--- config.mk ---
export PLATFORM = sky130hd
export DESIGN_NAME = dle_packet_deframer_flat
export DESIGN_NICKNAME = d
export VERILOG_FILES = /design/src/sv/dle_pkg.sv /design/src/sv/dle_if.sv /design/src/sv/dle_packet_deframer.sv /design/src/sv/dle_cfg.sv /design/src/sv/dle_core.sv /design/src/flat_wrapper.sv
export SDC_FILE = /design/constraint.sdc
export NUM_CORES = 1
export LEC_CHECK = 0
export ABC_AREA = 1
export BUFFER_PORTS_ARGS = -buffer_cell sky130_fd_sc_hd__buf_2
export CAP_MARGIN = 20
export CORE_MARGIN = 5
export CORE_UTILIZATION = 40
export DETAILED_ROUTE_END_ITERATION = 10
export PLACE_DENSITY = 0.65
export SYNTH_ARGS = -nofsm -noshare
export SYNTH_HDL_FRONTEND = slang
export SYNTH_SLANG_ARGS = --single-unit
--- constraint.sdc ---
create_clock -name i_clk -period 6.3 [get_ports i_clk]
set_clock_uncertainty 0.15 [all_clocks]
set_input_delay 0.63 -clock i_clk [delete_from_list [all_inputs] [get_ports i_clk]]
set_output_delay 0.63 -clock i_clk [all_outputs]
set_load 0.03 [all_outputs]
--- src/sv/dle_pkg.sv ---
// Package for the DLE packet deframer: phase and kind codes, register
// indexes and the configuration struct. No dependencies.
`default_nettype none

package dle_pkg;

    localparam int CFG_IDX_BITS  = 3;
    localparam int CFG_DATA_BITS = 16;

    localparam logic [CFG_IDX_BITS-1:0] CFG_ESCAPE     = 3'd0;
    localparam logic [CFG_IDX_BITS-1:0] CFG_START      = 3'd1;
    localparam logic [CFG_IDX_BITS-1:0] CFG_END        = 3'd2;
    localparam logic [CFG_IDX_BITS-1:0] CFG_END_ENABLE = 3'd3;
    localparam logic [CFG_IDX_BITS-1:0] CFG_MAX_LENGTH = 3'd4;

    localparam logic [7:0]  RST_ESCAPE     = 8'h10;
    localparam logic [7:0]  RST_START      = 8'h02;
    localparam logic [7:0]  RST_END        = 8'h03;
    localparam logic        RST_END_ENABLE = 1'b1;
    localparam logic [15:0] RST_MAX_LENGTH = 16'hffff;

    typedef enum logic [1:0] {
        PH_HUNT = 2'd0,
        PH_OPEN = 2'd1,
        PH_BODY = 2'd2,
        PH_ESC  = 2'd3
    } t_phase;

    typedef enum logic [2:0] {
        K_DATA    = 3'd0,
        K_END     = 3'd1,
        K_RESTART = 3'd2,
        K_FRAME   = 3'd3,
        K_OVER    = 3'd4
    } t_kind;

    typedef struct packed {
        logic [7:0]  escape_char;
        logic [7:0]  start_char;
        logic [7:0]  end_char;
        logic        end_enable;
        logic [15:0] max_length;
    } t_cfg;

endpackage

`default_nettype wire

--- src/sv/dle_if.sv ---
// Valid/ready channel interfaces for the DLE packet deframer:
// raw byte input and deframed result output. No dependencies.
`default_nettype none

interface dle_in_if;
    logic       valid;
    logic       ready;
    logic [7:0] rx_byte;

    modport source (output valid, output rx_byte, input ready);
    modport sink   (input valid, input rx_byte, output ready);
endinterface

interface dle_out_if;
    logic        valid;
    logic        ready;
    logic [7:0]  payload_byte;
    logic [2:0]  kind;
    logic [15:0] payload_length;
    logic        last;

    modport source (output valid, output payload_byte, output kind,
                    output payload_length, output last, input ready);
    modport sink   (input valid, input payload_byte, input kind,
                    input payload_length, input last, output ready);
endinterface

`default_nettype wire

--- src/sv/dle_packet_deframer.sv ---
// Top level of the DLE packet deframer: configuration registers and core.
// Depends on dle_pkg, dle_if, dle_cfg and dle_core.
//
//   channel   dir  handshake            payload
//   i_rx      in   valid/ready          rx_byte[7:0]
//   o_res     out  valid/ready          payload_byte, kind, payload_length, last
//   i_cfg_*   in   write enable only    index[2:0], data[15:0]
//
// One byte per cycle while i_rx.ready is high; a result appears the cycle after its byte is accepted.
// The phase/count update and the result register form the only loop.
// i_rx.ready drops only while a result is held and o_res.ready is low.
// Synchronous active-low reset returns to hunting with register defaults.
`default_nettype none

module dle_packet_deframer #(
    parameter int LEN_BITS = 16
) (
    input  wire logic                                i_clk,
    input  wire logic                                i_rst_n,
    input  wire logic                                i_cfg_we,
    input  wire logic [dle_pkg::CFG_IDX_BITS-1:0]    i_cfg_idx,
    input  wire logic [dle_pkg::CFG_DATA_BITS-1:0]   i_cfg_data,
    dle_in_if.sink                                   i_rx,
    dle_out_if.source                                o_res
);
    import dle_pkg::*;

    t_cfg cfg;

    dle_cfg u_cfg (
        .i_clk      (i_clk),
        .i_rst_n    (i_rst_n),
        .i_cfg_we   (i_cfg_we),
        .i_cfg_idx  (i_cfg_idx),
        .i_cfg_data (i_cfg_data),
        .o_cfg      (cfg)
    );

    dle_core #(
        .LEN_BITS (LEN_BITS)
    ) u_core (
        .i_clk   (i_clk),
        .i_rst_n (i_rst_n),
        .i_cfg   (cfg),
        .i_rx    (i_rx),
        .o_res   (o_res)
    );

endmodule

`default_nettype wire

--- src/sv/dle_cfg.sv ---
// Configuration register file of the DLE packet deframer.
// Depends on dle_pkg.
`default_nettype none

module dle_cfg (
    input  wire logic                                i_clk,
    input  wire logic                                i_rst_n,
    input  wire logic                                i_cfg_we,
    input  wire logic [dle_pkg::CFG_IDX_BITS-1:0]    i_cfg_idx,
    input  wire logic [dle_pkg::CFG_DATA_BITS-1:0]   i_cfg_data,
    output dle_pkg::t_cfg                            o_cfg
);
    import dle_pkg::*;

    t_cfg r_cfg;

    always_ff @(posedge i_clk) begin
        if (!i_rst_n) begin
            r_cfg.escape_char <= RST_ESCAPE;
            r_cfg.start_char  <= RST_START;
            r_cfg.end_char    <= RST_END;
            r_cfg.end_enable  <= RST_END_ENABLE;
            r_cfg.max_length  <= RST_MAX_LENGTH;
        end else if (i_cfg_we) begin
            unique case (i_cfg_idx)
                CFG_ESCAPE:     r_cfg.escape_char <= i_cfg_data[7:0];
                CFG_START:      r_cfg.start_char  <= i_cfg_data[7:0];
                CFG_END:        r_cfg.end_char    <= i_cfg_data[7:0];
                CFG_END_ENABLE: r_cfg.end_enable  <= i_cfg_data[0];
                CFG_MAX_LENGTH: r_cfg.max_length  <= i_cfg_data[15:0];
                default: begin
                end
            endcase
        end
    end

    assign o_cfg = r_cfg;

endmodule

`default_nettype wire

--- src/sv/dle_core.sv ---
// Deframing state machine with byte counter and result register.
// Depends on dle_pkg and the channel interfaces in dle_if.
`default_nettype none

module dle_core #(
    parameter int LEN_BITS = 16
) (
    input  wire logic          i_clk,
    input  wire logic          i_rst_n,
    input  wire dle_pkg::t_cfg i_cfg,
    dle_in_if.sink             i_rx,
    dle_out_if.source          o_res
);
    import dle_pkg::*;

    localparam int LW = (LEN_BITS > 16) ? LEN_BITS : 16;

    t_phase              r_phase, n_phase;
    logic [LEN_BITS-1:0] r_count, n_count;
    logic                r_out_valid;
    logic [7:0]          r_byte, n_byte;
    t_kind               r_kind, n_kind;
    logic [15:0]         r_len, n_len;
    logic                r_last, n_last;
    logic                emit;
    logic                take;
    logic                overflow;
    logic [LW-1:0]       count_ext;
    logic [7:0]          b;

    assign b         = i_rx.rx_byte;
    assign take      = i_rx.valid && i_rx.ready;
    assign count_ext = LW'(r_count);
    assign overflow  = (count_ext >= LW'(i_cfg.max_length)) || (r_count == '1);

    always_ff @(posedge i_clk) begin
        if (!i_rst_n) begin
            r_phase <= PH_HUNT;
            r_count <= '0;
        end else if (take) begin
            r_phase <= n_phase;
            r_count <= n_count;
        end
    end

    always_comb begin
        n_phase = r_phase;
        n_count = r_count;
        emit    = 1'b0;
        n_byte  = 8'd0;
        n_kind  = K_DATA;
        n_len   = count_ext[15:0];
        n_last  = 1'b1;
        unique case (r_phase)
            PH_HUNT: begin
                if (b == i_cfg.escape_char) n_phase = PH_OPEN;
            end
            PH_OPEN: begin
                if (b == i_cfg.start_char) begin
                    n_phase = PH_BODY;
                    n_count = '0;
                end else begin
                    n_phase = PH_HUNT;
                end
            end
            PH_BODY, PH_ESC: begin
                if (r_phase == PH_BODY && b == i_cfg.escape_char) begin
                    n_phase = PH_ESC;
                end else if (r_phase == PH_ESC && i_cfg.end_enable
                             && b == i_cfg.end_char) begin
                    emit    = 1'b1;
                    n_kind  = K_END;
                    n_phase = PH_HUNT;
                end else if (r_phase == PH_BODY || b == i_cfg.escape_char) begin
                    emit = 1'b1;
                    if (overflow) begin
                        n_kind  = K_OVER;
                        n_phase = PH_HUNT;
                    end else begin
                        n_byte  = b;
                        n_len   = 16'd0;
                        n_last  = 1'b0;
                        n_count = r_count + 1'b1;
                        n_phase = PH_BODY;
                    end
                end else if (b == i_cfg.start_char) begin
                    emit    = 1'b1;
                    n_kind  = i_cfg.end_enable ? K_FRAME : K_RESTART;
                    n_phase = PH_BODY;
                    n_count = '0;
                end else begin
                    emit    = 1'b1;
                    n_kind  = K_FRAME;
                    n_phase = PH_HUNT;
                end
            end
            default: begin
                n_phase = PH_HUNT;
            end
        endcase
    end

    always_ff @(posedge i_clk) begin
        if (!i_rst_n) begin
            r_out_valid <= 1'b0;
        end else if (take && emit) begin
            r_out_valid <= 1'b1;
        end else if (o_res.ready) begin
            r_out_valid <= 1'b0;
        end
    end

    always_ff @(posedge i_clk) begin
        if (take && emit) begin
            r_byte <= n_byte;
            r_kind <= n_kind;
            r_len  <= n_len;
            r_last <= n_last;
        end
    end

    assign i_rx.ready           = !r_out_valid || o_res.ready;
    assign o_res.valid          = r_out_valid;
    assign o_res.payload_byte   = r_byte;
    assign o_res.kind           = r_kind;
    assign o_res.payload_length = r_len;
    assign o_res.last           = r_last;

    a_reset_clears: assert property (@(posedge i_clk)
        !i_rst_n |=> (r_phase == PH_HUNT && !r_out_valid && r_count == '0))
        else $error("reset did not clear deframer state");

    a_emit_in_packet: assert property (@(posedge i_clk) disable iff (!i_rst_n)
        (take && emit) |-> (r_phase == PH_BODY || r_phase == PH_ESC))
        else $error("result produced outside a packet");

    a_open_clears_count: assert property (@(posedge i_clk) disable iff (!i_rst_n)
        (take && r_phase == PH_OPEN && b == i_cfg.start_char)
        |=> (r_phase == PH_BODY && r_count == '0))
        else $error("packet open did not clear byte count");

    a_end_leaves_packet: assert property (@(posedge i_clk) disable iff (!i_rst_n)
        (take && emit && n_last) |=> (r_phase == PH_HUNT || r_count == '0))
        else $error("end event left stale packet state");

endmodule

`default_nettype wire
--- src/flat_wrapper.sv ---
// flat-port wrapper written by rule: the top's interface ports become plain ports
module dle_packet_deframer_flat import dle_pkg::*;
#(
    parameter int LEN_BITS = 16
)
  (i_clk, i_rst_n, i_cfg_we, i_cfg_idx, i_cfg_data, i_rx_valid, i_rx_rx_byte, i_rx_ready, o_res_valid, o_res_payload_byte, o_res_kind, o_res_payload_length, o_res_last, o_res_ready);
  dle_in_if i_rx_i ();
  dle_out_if o_res_i ();
  input  wire logic i_clk;
  input  wire logic i_rst_n;
  input  wire logic i_cfg_we;
  input  wire logic [dle_pkg::CFG_IDX_BITS-1:0] i_cfg_idx;
  input  wire logic [dle_pkg::CFG_DATA_BITS-1:0] i_cfg_data;
  input wire logic [$bits(i_rx_i.valid)-1:0] i_rx_valid;
  input wire logic [$bits(i_rx_i.rx_byte)-1:0] i_rx_rx_byte;
  output wire logic [$bits(i_rx_i.ready)-1:0] i_rx_ready;
  output wire logic [$bits(o_res_i.valid)-1:0] o_res_valid;
  output wire logic [$bits(o_res_i.payload_byte)-1:0] o_res_payload_byte;
  output wire logic [$bits(o_res_i.kind)-1:0] o_res_kind;
  output wire logic [$bits(o_res_i.payload_length)-1:0] o_res_payload_length;
  output wire logic [$bits(o_res_i.last)-1:0] o_res_last;
  input wire logic [$bits(o_res_i.ready)-1:0] o_res_ready;
  assign i_rx_i.valid = i_rx_valid;
  assign i_rx_i.rx_byte = i_rx_rx_byte;
  assign i_rx_ready = i_rx_i.ready;
  assign o_res_valid = o_res_i.valid;
  assign o_res_payload_byte = o_res_i.payload_byte;
  assign o_res_kind = o_res_i.kind;
  assign o_res_payload_length = o_res_i.payload_length;
  assign o_res_last = o_res_i.last;
  assign o_res_i.ready = o_res_ready;
  dle_packet_deframer #(.LEN_BITS(LEN_BITS)) u_core (.i_clk(i_clk), .i_rst_n(i_rst_n), .i_cfg_we(i_cfg_we), .i_cfg_idx(i_cfg_idx), .i_cfg_data(i_cfg_data), .i_rx(i_rx_i), .o_res(o_res_i));
endmodule
==> out/qor.json <==
{
  "area_of_combinational_cells_with_multiple_inputs_um2": 2600,
  "cts-resized-gates": 0,
  "power.share.combinational_pct": 8.5,
  "crit_path_start_kind": "flip-flop",
  "post-route-period-util_pct": 40.6,
  "mappedNetlistNets": 726,
  "leakage_nw": 2.70,
  "period_minus_ws_final_ps": 2560,
  "fp.dieH_um": 123,
  "number_of_antenna_violations_at_the_first_check_in_global_routing": 0,
  "slew_viol_final": 0,
  "wire_length_of_the_first_global_routing_pass_um": 19900,
  "die-width_um": 123,
  "final_design_area_no_fill_um2": 5760,
  "crit_arrival_ps": 2480,
  "routed_wire_length_per_instance_um": 13.2,
  "max_freq_mhz": 391,
  "cts_max_level": 3,
  "track_usage_pct": 16.8,
  "intPower_mw": 0.914,
  "io_buffer_count": 61,
  "cts_sink_count": 88,
  "first_global_vias": 4137,
  "min_setup_slack_post_route_ps": 3740,
  "critPathMaxFanout": 28,
  "synth-seq-cells": 88,
  "maxCapViolations": 0,
  "postCtsSetupRepairBufs": 0,
  "power.share.clock_pct": 41.9,
  "detailroute.via_count": 4350,
  "rsz_0062_raised_after_global_routing": "false",
  "setup_total_negative_slack_ps": 0,
  "syn2layout_area_growth_pct": 12.9,
  "starting_density_of_the_core_pct": 40.6,
  "reg2reg_from": "u_core.u_core.r_phase[1]$_SDFFE_PN0P_",
  "regArea_um2": 2040,
  "seq_area_frac_synth_pct": 40.1,
  "power_per_unit_of_standard_cell_area_nw_per_um2": 213,
  "post-place-ws_ps": 3630,
  "tritoncts.num_buffers": 9,
  "gpl.final_weighted_congestion": 0.872,
  "reg2regPathDepth": 7,
  "timing.reg2reg.setup_slack_ps": 3740,
  "final_net_count": 778,
  "drcViolationCount": 0,
  "post_dp_cell_area_um2": 5470,
  "run_status": "finished, final reports clean",
  "net-switching-power_mw": 0.314,
  "max-slew-margin-rel_pct": 31.8,
  "drt_wl_total_um": 12000,
  "root_buffer": "clkbuf_16",
  "timing.hold.worst_path_depth": 2,
  "critPathRequiredTime_ps": 6220,
  "tightestPinTransition_ps": 1020,
  "synth_warnings": 0,
  "clk_pin_slew_worst_paths_ps": 60,
  "clock_tree_from_tritoncts": "built",
  "clk_latency_ps": 350,
  "core_area_um2": 12600,
  "dp_hpwl_um": 8990,
  "synth_enable_flop_cells": 28,
  "fraction_of_the_core_area_covered_by_cells_at_the_end_of_the_flow_pct": 45.8,
  "min-delay-path-class": "flip-flop to flip-flop",
  "power.sequential.fraction_pct": 49.6,
  "postSynthAreaPerCell_um2": 7.53,
  "grt_start_max_net_pins": 60,
  "drt-pass1-iter-count": 5,
  "synthArstFlopShare_pct": 0,
  "ant_nets": 0,
  "detail_route.vias_per_cell": 4.80,
  "synth.lib_cells_used.distinct": 38,
  "p_sw_share_pct": 25.5,
  "rows": 41,
  "num_antenna_cells": 0,
  "floorplan_die_area_um2": 15100,
  "synthFlopType": "dfxtp_1",
  "ctsHoldBuffers": 0,
  "endpoint_with_the_worst_hold_slack": "u_core.u_cfg.o_cfg[24]$_SDFFE_PN0P_",
  "power.total_mw": 1.23,
  "grt.overflow.total": 0,
  "ctsLongestPathBuffers": 2,
  "min_from": "u_core.u_cfg.o_cfg[24]$_SDFFE_PN0P_",
  "synthCells": 677,
  "drc_violation_total_after_the_first_tritonroute_iteration": 246,
  "synth_area_um2": 5100,
  "io_pins": 62,
  "setup.worst_path.class": "flip-flop to flip-flop",
  "irDropWorstVdd_v": 0.000134,
  "fillerInstances": 1308,
  "setup_viol": 0,
  "timing.rr.end": "u_core.u_core.o_res.last$_SDFFCE_PP1P_",
  "proportion_of_layout_cells_with_a_drive_suffix_above_1_pct": 18.7,
  "hold_viol": 0,
  "setup.worst_path.end_class": "flip-flop"
}
## layer usage
| metal | routed length, um | global-route usage (%) | part of all wire (%) | vias to the layer above |
|---|---|---|---|---|
| met3 | 642 | 3.73 | 5.4 | 17 |
| met5 | 0 | 0 | 0 | - |
| li1 | - | - | - | 2271 |
| met2 | 5400 | 26.3 | 45 | 107 |
| met1 | 5770 | 23.0 | 48 | 1955 |
| met4 | 183 | 5.60 | 1.5 | 0 |
## cells in the mapped netlist (all sizes together) (12+ instances only)
cell	count	share of area (%)
a21oi	27	2.9
buf	12	2.4
dfxtp	60	24
edfxtp	28	16
ha	17	4.2
inv	80	5.9
nand2	192	16
nand3	45	4.7
nor2	111	11
o211ai	16	2.4
o21ai	36	3.5
xnor2	12	2.1
xor2	12	2.1
## worst max-delay path, stage by stage (launching register included)
cell and delay, ps:
dfxtp_1 810, inv_4 220, nor2_1 170, inv_2 90, nand2_4 240, nand2_4 110
nor2_8 320, inv_2 150
## power groups by stage
stage | combinational [mW] | clock, mW | sequential (mW)
2_1_floorplan | 0.0747 | 0 | 0.616
3_3_place_gp | 0.101 | 0 | 0.620
4_1_cts | 0.105 | 0.522 | 0.608
5_1_grt | 0.118 | 0.545 | 0.610
3_5_place_dp | 0.104 | 0 | 0.621
6_report | 0.104 | 0.515 | 0.608
## metrics by stage
step                hold WS, ps  cells
global placement            308    890
floorplan                   294    677
finish                      325    906
global route                340    906
detailed placement          307    890
CTS                         317    906
## placed cells by master, fill, tap and decap left out, types with 2 or more instances in the layout
| master | synthesis | final |
|---|---|---|
| nand4_1 | 6 | 6 |
| nand2_4 | 8 | 8 |
| clkbuf_16 | 0 | 9 |
| clkinv_4 | 0 | 2 |
| inv_4 | 1 | 3 |
| edfxtp_1 | 28 | 28 |
| nor2_2 | 30 | 31 |
| o21ai_0 | 35 | 35 |
| xor2_1 | 12 | 12 |
| nand2_2 | 2 | 2 |
| nor3_1 | 7 | 7 |
| inv_1 | 72 | 72 |
| a21oi_1 | 26 | 26 |
| ha_1 | 17 | 17 |
| nand2_1 | 181 | 181 |
| o211ai_1 | 16 | 16 |
| xnor2_1 | 12 | 12 |
| nor2_1 | 75 | 74 |
| dfxtp_1 | 60 | 60 |
| nor2_8 | 3 | 3 |
| buf_2 | 1 | 61 |
| nor2_4 | 3 | 3 |
| inv_2 | 7 | 7 |
| nand3_1 | 44 | 44 |
## final cells by class
class                           instances  area share [%]
Clock buffer                           10            4.15
Multi-Input combinational cell        487            45.1
Timing Repair Buffer                   62            5.43
Clock inverter                          6           0.739
Inverter                               81            5.33
Sequential cell                        88            35.5
Tap cell                              172            3.74
## flip-flops by register name (all words and copies together), names as in the netlist
register                            flops
u_core.u_cfg.o_cfg                     41
u_core.u_core.count_ext                16
u_core.u_core.o_res.kind                3
u_core.u_core.o_res.last                1
u_core.u_core.o_res.payload_byte        8
u_core.u_core.o_res.payload_length     16
u_core.u_core.o_res.valid               1
u_core.u_core.r_phase                   2
## cells by family (layout without fill, tap and decap cells)
kind of cell,after synthesis,in the layout,share of synthesized area [%]
and+or+nand+nor,364,364,33.4
buffers and inverters,102,159,9.03
DFF,88,88,40.1
AOI/OAI and AO/OA,82,82,9.25
xor gates and xnor gates,24,24,4.12
adders and majority gates,17,17,4.17
## how the worst max path moves through the flow
stage                                          start  slack, ps                                                end  depth (start not counted)
6_report       u_core.u_core.r_phase[1]$_SDFFE_PN0P_       3740             u_core.u_core.o_res.last$_SDFFCE_PP1P_                          7
5_1_grt        u_core.u_core.r_phase[1]$_SDFFE_PN0P_       3480  u_core.u_core.o_res.payload_byte[7]$_SDFFCE_PP0P_                          8
4_1_cts        u_core.u_core.r_phase[1]$_SDFFE_PN0P_       3720             u_core.u_core.o_res.last$_SDFFCE_PP1P_                          7
3_5_place_dp                         i_rx_rx_byte[1]       3630   u_core.u_core.o_res.payload_length[12]$_DFFE_PP_                         12
3_3_place_gp                         i_rx_rx_byte[1]       3680   u_core.u_core.o_res.payload_length[12]$_DFFE_PP_                         12
2_1_floorplan                        i_rx_rx_byte[1]       3340          u_core.u_core.o_res.kind[0]$_SDFFCE_PP0P_                         10
(Power assumes the default switching activity.)
